## src/hw/rtl/modified_utf8_encoder_core_assert.svh

```systemverilog
// Assertion macros for the modified UTF-8 encoder core.
// Each check samples on aclk and stays quiet while aresetn is low.
`ifndef MODIFIED_UTF8_ENCODER_CORE_ASSERT_SVH
`define MODIFIED_UTF8_ENCODER_CORE_ASSERT_SVH

// Check an implication or plain property on every clock edge.
`define MU8_ASSERT(label, prop, msg) \
    label: assert property (@(posedge aclk) disable iff (!aresetn) (prop)) else $error(msg);

// Check that one condition is followed by another on the next edge.
`define MU8_ASSERT_NEXT(label, cond, prop, msg) \
    label: assert property (@(posedge aclk) disable iff (!aresetn) (cond) |=> (prop)) \
        else $error(msg);

`endif

```

## src/hw/rtl/mu8_pkg.sv

```systemverilog
`timescale 1ns / 1ps
// ----------------------------------------------------------------------------
// mu8_pkg
// Types and constants shared by the modified UTF-8 encoder modules.
// ----------------------------------------------------------------------------
package mu8_pkg;

    localparam int CFG_INDEX_W = 1;
    localparam int CFG_DATA_W  = 16;
    localparam int UNIT_W      = 16;
    localparam int BUDGET_W    = 18;

    localparam logic [CFG_INDEX_W-1:0] CFG_BUFFER_LEN  = 1'b0;
    localparam logic [CFG_INDEX_W-1:0] CFG_LATIN1_MODE = 1'b1;

    localparam logic [15:0] BUFFER_LEN_RESET = 16'hFFFF;

    localparam logic [15:0] ONE_BYTE_MAX = 16'h007F;
    localparam logic [15:0] TWO_BYTE_MAX = 16'h07FF;
    localparam logic [7:0]  LATIN1_MASK  = 8'hFF;

    localparam logic [2:0] LEAD2_PREFIX = 3'b110;   // 0xC0
    localparam logic [3:0] LEAD3_PREFIX = 4'b1110;  // 0xE0
    localparam logic [1:0] CONT_PREFIX  = 2'b10;    // 0x80, payload 0x3F
    localparam logic [7:0] TERM_BYTE    = 8'h00;

    localparam logic [1:0] SIZE_ONE   = 2'd1;
    localparam logic [1:0] SIZE_TWO   = 2'd2;
    localparam logic [1:0] SIZE_THREE = 2'd3;

    // One encoded unit: up to three data bytes, then an optional terminator
    typedef struct packed {
        logic [2:0][7:0] data_bytes;
        logic [1:0]      num_bytes;
        logic            has_term;
        logic            trunc;
    } mu8_job_t;

    typedef struct packed {
        logic full;
        logic empty;
    } mu8_q_stat_t;

endpackage

```

## src/hw/rtl/mu8_front.sv

```systemverilog
`timescale 1ns / 1ps
// ----------------------------------------------------------------------------
// mu8_front
// Accepts code units, tracks the string budget and encodes each unit that is
// not cut off by truncation into a job for the queue.
// ----------------------------------------------------------------------------
module mu8_front import mu8_pkg::*; (
    input  logic                   aclk,
    input  logic                   aresetn,
    input  logic                   cfg_wr_en,
    input  logic [CFG_INDEX_W-1:0] cfg_index,
    input  logic [CFG_DATA_W-1:0]  cfg_wdata,
    input  logic                   s_valid,
    output logic                   s_ready,
    input  logic [UNIT_W-1:0]      s_code_unit,
    input  logic                   s_last_unit,
    input  mu8_q_stat_t            q_stat,
    output logic                   push,
    output mu8_job_t               push_job
);

    logic [15:0]                buffer_len_reg;
    logic                       latin1_reg;
    logic signed [BUDGET_W-1:0] budget_reg, budget_next;
    logic                       stopped_reg, stopped_next;
    logic                       in_string_reg, in_string_next;

    logic                       accept;
    logic                       stopped_eff;
    logic [15:0]                unit;
    logic [1:0]                 unit_size;
    logic signed [BUDGET_W-1:0] budget_cur;
    logic signed [BUDGET_W-1:0] budget_sub;
    logic                       trunc_hit;

    assign s_ready = !q_stat.full;
    assign accept  = s_valid && s_ready;

    assign unit        = latin1_reg ? {8'h00, s_code_unit[7:0] & LATIN1_MASK} : s_code_unit;
    assign stopped_eff = in_string_reg && stopped_reg;
    assign budget_cur  = in_string_reg ? budget_reg
                                       : $signed({{(BUDGET_W-16){1'b0}}, buffer_len_reg});

    always_comb begin
        if ((unit != 16'h0000) && (unit <= ONE_BYTE_MAX)) begin
            unit_size = SIZE_ONE;
        end else if (unit <= TWO_BYTE_MAX) begin
            unit_size = SIZE_TWO;
        end else begin
            unit_size = SIZE_THREE;
        end
    end

    assign budget_sub = budget_cur - $signed({{(BUDGET_W-2){1'b0}}, unit_size});
    assign trunc_hit  = budget_sub[BUDGET_W-1] || (budget_sub == '0);

    // Build the job: bytes in emission order, terminator flagged separately
    always_comb begin
        push_job            = '0;
        push_job.data_bytes = '0;
        if (trunc_hit) begin
            push_job.num_bytes = 2'd0;
            push_job.has_term  = 1'b1;
            push_job.trunc     = 1'b1;
        end else begin
            push_job.num_bytes = unit_size;
            push_job.has_term  = s_last_unit;
            push_job.trunc     = 1'b0;
            unique case (unit_size)
                SIZE_ONE: begin
                    push_job.data_bytes[0] = unit[7:0];
                end
                SIZE_TWO: begin
                    push_job.data_bytes[0] = {LEAD2_PREFIX, unit[10:6]};
                    push_job.data_bytes[1] = {CONT_PREFIX, unit[5:0]};
                end
                SIZE_THREE: begin
                    push_job.data_bytes[0] = {LEAD3_PREFIX, unit[15:12]};
                    push_job.data_bytes[1] = {CONT_PREFIX, unit[11:6]};
                    push_job.data_bytes[2] = {CONT_PREFIX, unit[5:0]};
                end
                default: begin
                    push_job.num_bytes = 2'd0;
                end
            endcase
        end
    end

    // Drop units silently once the string has been cut short
    assign push = accept && !stopped_eff;

    always_comb begin
        budget_next    = budget_reg;
        stopped_next   = stopped_reg;
        in_string_next = in_string_reg;
        if (accept) begin
            budget_next = stopped_eff ? budget_cur : budget_sub;
            if (s_last_unit) begin
                in_string_next = 1'b0;
                stopped_next   = 1'b0;
            end else begin
                in_string_next = 1'b1;
                stopped_next   = stopped_eff || trunc_hit;
            end
        end
    end

    always_ff @(posedge aclk) begin
        if (!aresetn) begin
            buffer_len_reg <= BUFFER_LEN_RESET;
            latin1_reg     <= 1'b0;
            budget_reg     <= '0;
            stopped_reg    <= 1'b0;
            in_string_reg  <= 1'b0;
        end else begin
            if (cfg_wr_en) begin
                case (cfg_index)
                    CFG_BUFFER_LEN:  buffer_len_reg <= cfg_wdata[15:0];
                    CFG_LATIN1_MODE: latin1_reg     <= cfg_wdata[0];
                    default: ;
                endcase
            end
            budget_reg    <= budget_next;
            stopped_reg   <= stopped_next;
            in_string_reg <= in_string_next;
        end
    end

endmodule

```

## src/hw/rtl/mu8_queue.sv

```systemverilog
`timescale 1ns / 1ps
// ----------------------------------------------------------------------------
// mu8_queue
// Short job queue that decouples the encoder front from the byte serialiser.
// ----------------------------------------------------------------------------
module mu8_queue import mu8_pkg::*; #(
    parameter int DEPTH = 2
) (
    input  logic        aclk,
    input  logic        aresetn,
    input  logic        push,
    input  mu8_job_t    push_job,
    input  logic        pop,
    output mu8_job_t    head_job,
    output mu8_q_stat_t q_stat
);

    localparam int PTR_W = (DEPTH > 1) ? $clog2(DEPTH) : 1;
    localparam int CNT_W = $clog2(DEPTH + 1);

    mu8_job_t   entries [DEPTH];
    logic [PTR_W-1:0] wr_ptr_reg, wr_ptr_next;
    logic [PTR_W-1:0] rd_ptr_reg, rd_ptr_next;
    logic [CNT_W-1:0] count_reg, count_next;
    logic             do_push;
    logic             do_pop;

    assign q_stat.full  = (count_reg == CNT_W'(DEPTH));
    assign q_stat.empty = (count_reg == '0);
    assign head_job     = entries[rd_ptr_reg];

    assign do_push = push && !q_stat.full;
    assign do_pop  = pop && !q_stat.empty;

    always_comb begin
        wr_ptr_next = wr_ptr_reg;
        rd_ptr_next = rd_ptr_reg;
        count_next  = count_reg;
        if (do_push) begin
            wr_ptr_next = (wr_ptr_reg == PTR_W'(DEPTH - 1)) ? '0 : wr_ptr_reg + 1'b1;
        end
        if (do_pop) begin
            rd_ptr_next = (rd_ptr_reg == PTR_W'(DEPTH - 1)) ? '0 : rd_ptr_reg + 1'b1;
        end
        if (do_push && !do_pop) begin
            count_next = count_reg + 1'b1;
        end else if (do_pop && !do_push) begin
            count_next = count_reg - 1'b1;
        end
    end

    always_ff @(posedge aclk) begin
        if (do_push) begin
            entries[wr_ptr_reg] <= push_job;
        end
    end

    always_ff @(posedge aclk) begin
        if (!aresetn) begin
            wr_ptr_reg <= '0;
            rd_ptr_reg <= '0;
            count_reg  <= '0;
        end else begin
            wr_ptr_reg <= wr_ptr_next;
            rd_ptr_reg <= rd_ptr_next;
            count_reg  <= count_next;
        end
    end

endmodule

```

## src/hw/rtl/mu8_back.sv

```systemverilog
`timescale 1ns / 1ps
// ----------------------------------------------------------------------------
// mu8_back
// Serialises queued jobs into a registered byte stream, one byte per cycle while jobs are queued and m_ready is high.
// ----------------------------------------------------------------------------
module mu8_back import mu8_pkg::*; (
    input  logic        aclk,
    input  logic        aresetn,
    input  mu8_job_t    head_job,
    input  mu8_q_stat_t q_stat,
    output logic        pop,
    output logic        m_valid,
    input  logic        m_ready,
    output logic [7:0]  m_out_byte,
    output logic        m_is_terminator,
    output logic        m_truncated
);

    logic       valid_reg;
    logic [7:0] byte_reg, byte_next;
    logic       term_reg, term_next;
    logic       trunc_reg, trunc_next;
    logic [1:0] idx_reg, idx_next;

    logic       load;
    logic [2:0] elem_total;
    logic       last_elem;
    logic       is_data;

    assign elem_total = {1'b0, head_job.num_bytes} + {2'b00, head_job.has_term};
    assign last_elem  = ({1'b0, idx_reg} + 3'd1) == elem_total;
    assign is_data    = idx_reg < head_job.num_bytes;

    // Refill the output register whenever a job is queued and the register is empty or being drained
    assign load = !q_stat.empty && (!valid_reg || m_ready);
    assign pop  = load && last_elem;

    always_comb begin
        byte_next  = TERM_BYTE;
        term_next  = 1'b0;
        trunc_next = 1'b0;
        if (is_data) begin
            case (idx_reg)
                2'd0:    byte_next = head_job.data_bytes[0];
                2'd1:    byte_next = head_job.data_bytes[1];
                2'd2:    byte_next = head_job.data_bytes[2];
                default: byte_next = TERM_BYTE;
            endcase
        end else begin
            term_next  = 1'b1;
            trunc_next = head_job.trunc;
        end
        idx_next = idx_reg;
        if (load) begin
            idx_next = last_elem ? 2'd0 : idx_reg + 2'd1;
        end
    end

    always_ff @(posedge aclk) begin
        if (!aresetn) begin
            valid_reg <= 1'b0;
            idx_reg   <= 2'd0;
        end else begin
            idx_reg <= idx_next;
            if (load) begin
                valid_reg <= 1'b1;
            end else if (m_ready) begin
                valid_reg <= 1'b0;
            end
        end
    end

    always_ff @(posedge aclk) begin
        if (load) begin
            byte_reg  <= byte_next;
            term_reg  <= term_next;
            trunc_reg <= trunc_next;
        end
    end

    assign m_valid         = valid_reg;
    assign m_out_byte      = byte_reg;
    assign m_is_terminator = term_reg;
    assign m_truncated     = trunc_reg;

endmodule

```

## src/hw/rtl/modified_utf8_encoder_core.sv

```systemverilog
`timescale 1ns / 1ps
// ----------------------------------------------------------------------------
// modified_utf8_encoder_core
// Modified UTF-8 encoder: one code unit in, encoded bytes and a terminator out.
// ----------------------------------------------------------------------------
// Each code unit yields one to four output bytes (one to three encoded bytes,
// plus the zero terminator on the last unit or on a budget cut), and units
// cut off after truncation yield none. The byte serialiser issues one byte
// per cycle while jobs are queued and the sink is ready. A unit is taken every
// cycle while the job queue has room (QUEUE_DEPTH entries); the job of a unit
// is written into the queue, and its first byte then into the registered
// output. buffer_len is loaded into the budget at the first unit of each
// string, latin1_mode is sampled on every unit.
module modified_utf8_encoder_core import mu8_pkg::*; #(
    parameter int QUEUE_DEPTH = 2
) (
    input  logic                   aclk,
    input  logic                   aresetn,
    input  logic                   cfg_wr_en,
    input  logic [CFG_INDEX_W-1:0] cfg_index,
    input  logic [CFG_DATA_W-1:0]  cfg_wdata,
    input  logic                   s_valid,
    output logic                   s_ready,
    input  logic [UNIT_W-1:0]      s_code_unit,
    input  logic                   s_last_unit,
    output logic                   m_valid,
    input  logic                   m_ready,
    output logic [7:0]             m_out_byte,
    output logic                   m_is_terminator,
    output logic                   m_truncated
);

`include "modified_utf8_encoder_core_assert.svh"

    mu8_q_stat_t q_stat;
    mu8_job_t    push_job;
    mu8_job_t    head_job;
    logic        push;
    logic        pop;

    mu8_front u_front (
        .aclk        (aclk),
        .aresetn     (aresetn),
        .cfg_wr_en   (cfg_wr_en),
        .cfg_index   (cfg_index),
        .cfg_wdata   (cfg_wdata),
        .s_valid     (s_valid),
        .s_ready     (s_ready),
        .s_code_unit (s_code_unit),
        .s_last_unit (s_last_unit),
        .q_stat      (q_stat),
        .push        (push),
        .push_job    (push_job)
    );

    mu8_queue #(
        .DEPTH (QUEUE_DEPTH)
    ) u_queue (
        .aclk     (aclk),
        .aresetn  (aresetn),
        .push     (push),
        .push_job (push_job),
        .pop      (pop),
        .head_job (head_job),
        .q_stat   (q_stat)
    );

    mu8_back u_back (
        .aclk            (aclk),
        .aresetn         (aresetn),
        .head_job        (head_job),
        .q_stat          (q_stat),
        .pop             (pop),
        .m_valid         (m_valid),
        .m_ready         (m_ready),
        .m_out_byte      (m_out_byte),
        .m_is_terminator (m_is_terminator),
        .m_truncated     (m_truncated)
    );

    `MU8_ASSERT(a_push_not_full, push |-> !q_stat.full, "job pushed into a full queue")
    `MU8_ASSERT(a_trunc_on_term, (m_valid && m_truncated) |-> m_is_terminator, "truncated set off the terminator")
    `MU8_ASSERT(a_term_zero, (m_valid && m_is_terminator) |-> (m_out_byte == TERM_BYTE), "terminator byte not zero")
    `MU8_ASSERT_NEXT(a_stall_holds, m_valid && !m_ready, m_valid && $stable(m_out_byte), "output transaction changed while stalled")

endmodule
```

## config.mk

```make
export PLATFORM = sky130hd
export DESIGN_NAME = modified_utf8_encoder_core
export DESIGN_NICKNAME = d
export VERILOG_FILES = /design/src/hw/rtl/mu8_pkg.sv /design/src/hw/rtl/mu8_front.sv /design/src/hw/rtl/mu8_queue.sv /design/src/hw/rtl/mu8_back.sv /design/src/hw/rtl/modified_utf8_encoder_core.sv
export VERILOG_INCLUDE_DIRS = /design/src /design/src/hw/rtl
export SDC_FILE = /design/constraint.sdc
export NUM_CORES = 1
export LEC_CHECK = 0
export BUFFER_PORTS_ARGS = -buffer_cell sky130_fd_sc_hd__buf_2
export CORE_MARGIN = 3
export CORE_UTILIZATION = 50
export CTS_CLUSTER_DIAMETER = 60
export DETAILED_ROUTE_END_ITERATION = 8
export PLACE_DENSITY = 0.67
export SLEW_MARGIN = 0
export SYNTH_ARGS = -nofsm -noshare
export SYNTH_HDL_FRONTEND = slang
export SYNTH_SLANG_ARGS = --single-unit
export TNS_END_PERCENT = 100
```

## constraint.sdc

```tcl
create_clock -name aclk -period 8.4 [get_ports aclk]
set_clock_uncertainty 0.2 [all_clocks]
set_input_delay 0.84 -clock aclk [delete_from_list [all_inputs] [get_ports aclk]]
set_output_delay 0.84 -clock aclk [all_outputs]
set_load 0.02 [all_outputs]
```

After elaboration in Yosys (flattened, before gate mapping). Memory sizes are Yosys's and may differ from the RTL's. A register that Yosys moved wholly into a read port is not among the register bits. Cells that the tools add are included.

Bits in registers: 54. Bits in writable memories: 56. Input bits: 39. Output and inout port bits: 12. Word-level logic and storage cells: 87. Memories kept: 1.

Memories: u_queue.entries (depth 2, width 28, read ports 1, clocked after Yosys merged registers in 1, wr ports 1, line mu8_queue.sv:21) `mu8_job_t entries [DEPTH];`.

Add/subtract/negate cells: 8. Magnitude comparators: 3. Eq/ne operators: 7. Mux-type cells: 26. Bitwise gates (word level): 1. Reductions and logical operators: 28.

Operators with widths (count): case mux 8 bit (3 select lines) (2); 2-to-1 mux 18 bit (2); 2-to-1 mux 24 bit (1); logical NOT 18 bit (1); subtractor 18 x 3 -> 18 bit (1); <= comparator 16 x 11 -> 1 bit, second input constant (1); <= comparator 16 x 7 -> 1 bit, second input constant (1); 2-to-1 mux 16 bit (1); case mux 8 bit (2 select lines) (1); nonzero test 16 bit (1); 2-to-1 mux 1 bit (12); logical AND 1 bit (10); 2-to-1 mux 2 bit (5); equality test 2 bit, second input constant (4); 2-to-1 mux 8 bit (1); logical NOT 1 bit (6); adder 2 x 1 -> 2 bit, second input constant (2); equality test 2 x 1 -> 1 bit, second input constant (2); logical NOT 2 bit (2); 2-to-1 mux 4 bit (1); AND reduction 2 bit (2); nonzero test 2 bit (2); adder 2 x 1 -> 3 bit (1); adder 2 x 1 -> 3 bit, second input constant (1); 7 further kinds (10).

Depth between registers and ports, before layout.
Word-level depth: 9. Depth in mapped cells: 17. Gate-level depth less buffers: 16.

Modules after synthesis. Synthesis repeated with hierarchy kept, for this count alone.

Cells, all modules: 554. Area total of the unflattened synthesis: 5861.9 um^2.

By module, submodules not included: mu8_front (times used 1, cells each 378, area an instance 2866.5 um^2, sequential area each 740.7 um^2); mu8_queue (times used 1, cells each 112, area an instance 2250.9 um^2, sequential area each 1781.7 um^2); mu8_back (times used 1, cells each 64, area an instance 744.5 um^2, sequential area each 360.3 um^2).

Worst setup path before layout. Ideal clock, no wire load.

Path kind: input port to flip-flop. Start point: input port s_code_unit[12]. End point: memory u_queue.entries[0][5] (netlist bit) (data pin). Setup time: 265 ps. Arrival: 4908 ps. Required time: 7935 ps. Setup slack: 3027 ps. Stages on the path: 17. Buffers on the path: 1. Path through: or4_1 > nor2_1 > nor2_1 > nor3_1 > o41ai_1 > nand2_1 > ha_1 > inv_1 > fa_1 > inv_1 > nand2_1 > or3_1 > a221o_1 > or4_4 > o21ai_4 > buf_6 > nor2_2.

RTL lines: start, declared (line modified_utf8_encoder_core.sv:24) `input logic [UNIT_W-1:0] s_code_unit,`; end, declared (line mu8_queue.sv:21).

==> impl_metrics.env <==
export IMPL_avgSynthCellArea_um2=10.1
export IMPL_clkTransAtPathRegs_ns=0.10
export IMPL_ys_ff_latch=105
export IMPL_powerDensity_nw_per_um2=262
export IMPL_synth_edf_count=60
export IMPL_placed_area_um2=5640
export IMPL_drt_first_pass_iters=7
export IMPL_period_share_pct=75.7
export IMPL_dp_hpwl_mm=8.31
export IMPL_post_drt_wl_per_cell_um=17.2
export IMPL_rows=37
export IMPL_path_class="in2reg"
export IMPL_outcome="finished clean"
export IMPL_synthCells=528
export IMPL_worst_slew_pin_slew_ns=1.19
export IMPL_initial_core_util_pct=51.5
export IMPL_grt_usage_pct=21.5
export IMPL_utilization_pct=56.6
export IMPL_drt_total_wl_mm=12.1
export IMPL_stdcell_area_um2=5840
export IMPL_grt_ovfl_total=0
export IMPL_ios=51
export IMPL_relSlewSlack_pct=20.9
export IMPL_grt_setup_unrepaired="false"
export IMPL_routed_via_density=5.88
export IMPL_cts_resized=0
export IMPL_finalSetupViolCount=0
export IMPL_postCtsHoldBufs=0
export IMPL_vdd_drop_max_mv=0.124
export IMPL_die_w_um=109
export IMPL_ys_types=69
export IMPL_crit_required_ns=8.30
export IMPL_die_h_um=109
export IMPL_critPathCaptureType="flip-flop"
export IMPL_hold_class="reg2reg"
export IMPL_syn2layout_area_growth_pct=9.91
export IMPL_antenna_found_initial=0
export IMPL_path_max_fanout=26
export IMPL_core_um2=10300
export IMPL_clock_sinks=105
export IMPL_critPathLaunchType="primary input"
export IMPL_critPathSlowestCell="o21ai_4"
export IMPL_post_route_drc_count=0
export IMPL_hold_viol=0
export IMPL_fillers=917
export IMPL_clk_latency_ns=0.38
export IMPL_gp_congestion=0.912
export IMPL_worst_path_buf_inv=3
export IMPL_largest_reg_flops=50
export IMPL_final_nets=615
export IMPL_yosysWarnings=0
export IMPL_io_buffers=50
export IMPL_grt_pass1_vias=3837
export IMPL_drtIter0Drc=307
export IMPL_clk_path_buf_depth=2
export IMPL_cts_made_buffers=9
export IMPL_cp_arrival_ns=6.26
export IMPL_post_cts_buffers=0
export IMPL_path_cells="buf_2 -> or4_1 -> nor2_1 -> nor2_1 -> nor3_1 -> o41ai_1 -> nand2_1 -> ha_1 -> inv_1 -> fa_1 -> inv_1 -> nand2_1 -> or3_1 -> a221o_1 -> or4_4 -> o21ai_4 -> nor3_1"
export IMPL_cts_htree_levels=3
export IMPL_cp_top_family="simple AND/OR/NAND/NOR gates"
export IMPL_async_reset_ff_share_pct=0
export IMPL_fin_tns_setup_ns=0
export IMPL_antenna_cells=0
export IMPL_ys_flop_type="edfxtp_1"
export IMPL_grt_pass1_wl_mm=19.6
export IMPL_slew_viol_final=0
export IMPL_grt_max_degree=46
export IMPL_synth_nets=578
export IMPL_critPathMaxStageDelay_ns=0.78
export IMPL_p_leak_uw=0.00216
export IMPL_vias=4148
export IMPL_seq_area_frac_synth_pct=50.8
export IMPL_drive_above_1_share_pct=20.5
export IMPL_fmax_mhz=157
export IMPL_period_needed_ns=6.36
export IMPL_maxCapViolCount=0
export IMPL_dieArea_um2=11900
export IMPL_syn_area_um2=5320
export IMPL_antenna_left=0
export IMPL_cts_root_buf="clkbuf_8"
export IMPL_cts_tree="yes"
[cells by family after synthesis]
| logic type | synth area share [%] |
|---|---|
| multiplexers | 5.13 |
| AO/OA/AOI/OAI | 14.3 |
| adder cells (fa/ha/maj) | 2.73 |
| XOR/XNOR | 2.64 |
| flip-flops | 50.8 |
| buffers and inverters | 3.34 |
| AND/OR/NAND/NOR | 21.0 |
[power by group]
group | leakage, uW | switching, uW | internal [uW]
Combinational | 0.00114 | 292 | 178
Sequential | 0.000917 | 60.2 | 669
Clock | 0.000106 | 185 | 144
[layer usage]
| layer | vias up | routed length [um] | track usage [%] |
|---|---|---|---|
| li1 | 2023 | - | - |
| met1 | 1980 | 5930 | 31.8 |
| met2 | 134 | 5260 | 31.0 |
| met3 | 11 | 791 | 4.62 |
| met4 | 0 | 154 | 7.48 |
| met5 | - | 0 | 0 |
[final timing paths]
path / start / cells after the start / endpoint / slack [ns]
setup / recovery: s_code_unit[12] / 17 / u_queue.entries[0][17] / 2.04
hold / removal: u_front.budget_reg[1] / 2 / u_front.budget_reg[1] / 0.27
setup reg to reg: u_front.latin1_reg / 14 / u_queue.entries[0][17] / 2.78
hold reg to reg: u_front.budget_reg[1] / 2 / u_front.budget_reg[1] / 0.27
[worst reg2reg max path, cell delays in order, from the launching register on]
cell and delay [ns]:
dfxtp_1 0.44, nor2_1 0.24, nor3_1 0.67, o41ai_1 0.36
nand2_1 0.15, ha_1 0.19, inv_1 0.06, fa_1 0.50
inv_1 0.20, nand2_1 0.12, or3_1 0.41, a221o_1 0.32
or4_4 0.53, o21ai_4 0.78, nor3_1 0.17
[synthesized netlist by cell type, types with 11 or more instances]
cell type | count | area, um^2
nor3_1 | 14 | 70.1
edfxtp_1 | 60 | 1800
nand3_1 | 26 | 130
inv_1 | 11 | 41.3
a21oi_1 | 30 | 150
a222oi_1 | 13 | 130
dfxtp_1 | 45 | 901
nand2_1 | 74 | 278
mux2_2 | 14 | 158
nor2_2 | 13 | 81.3
clkbuf_1 | 19 | 71.3
nor2_1 | 48 | 180
[final cells by class]
type,instances,area (um^2),area share (%)
tap,136,170,2.91
multi-input combinational,383,2440,41.7
clock inverter,7,82.6,1.41
clock buffer,9,124,2.12
inverter,12,45.0,0.771
sequential,105,2700,46.3
timing repair buffer,54,280,4.80
[per-stage QoR]
stage	power, uW	instances	hold slack [ns]	setup WS [ns]
final	1530	706	0.267	2.04
after global placement	1200	690	0.239	1.96
after detailed placement	1210	690	0.253	1.73
after CTS	1540	706	0.268	2.13
after global routing	1620	706	0.306	1.78
after floorplan	1070	528	0.233	3.03
[cells in the final DEF (no fill, tap or decap), drive strengths merged, types with 4 or more instances in the layout]
cell,count
inv,17
xnor2,10
nor2,61
edfxtp,60
or4,7
nand2b,4
a211oi,9
nor3,14
dfxtp,45
a22oi,7
a222oi,13
nand3,27
ha,10
nor2b,10
a21oi,34
clkbuf,9
o21ai,8
mux2,15
mux2i,10
buf,54
or3,8
nand2,74
and2,6
xor2,6
No activity file was read; power rests on OpenSTA's default activity.
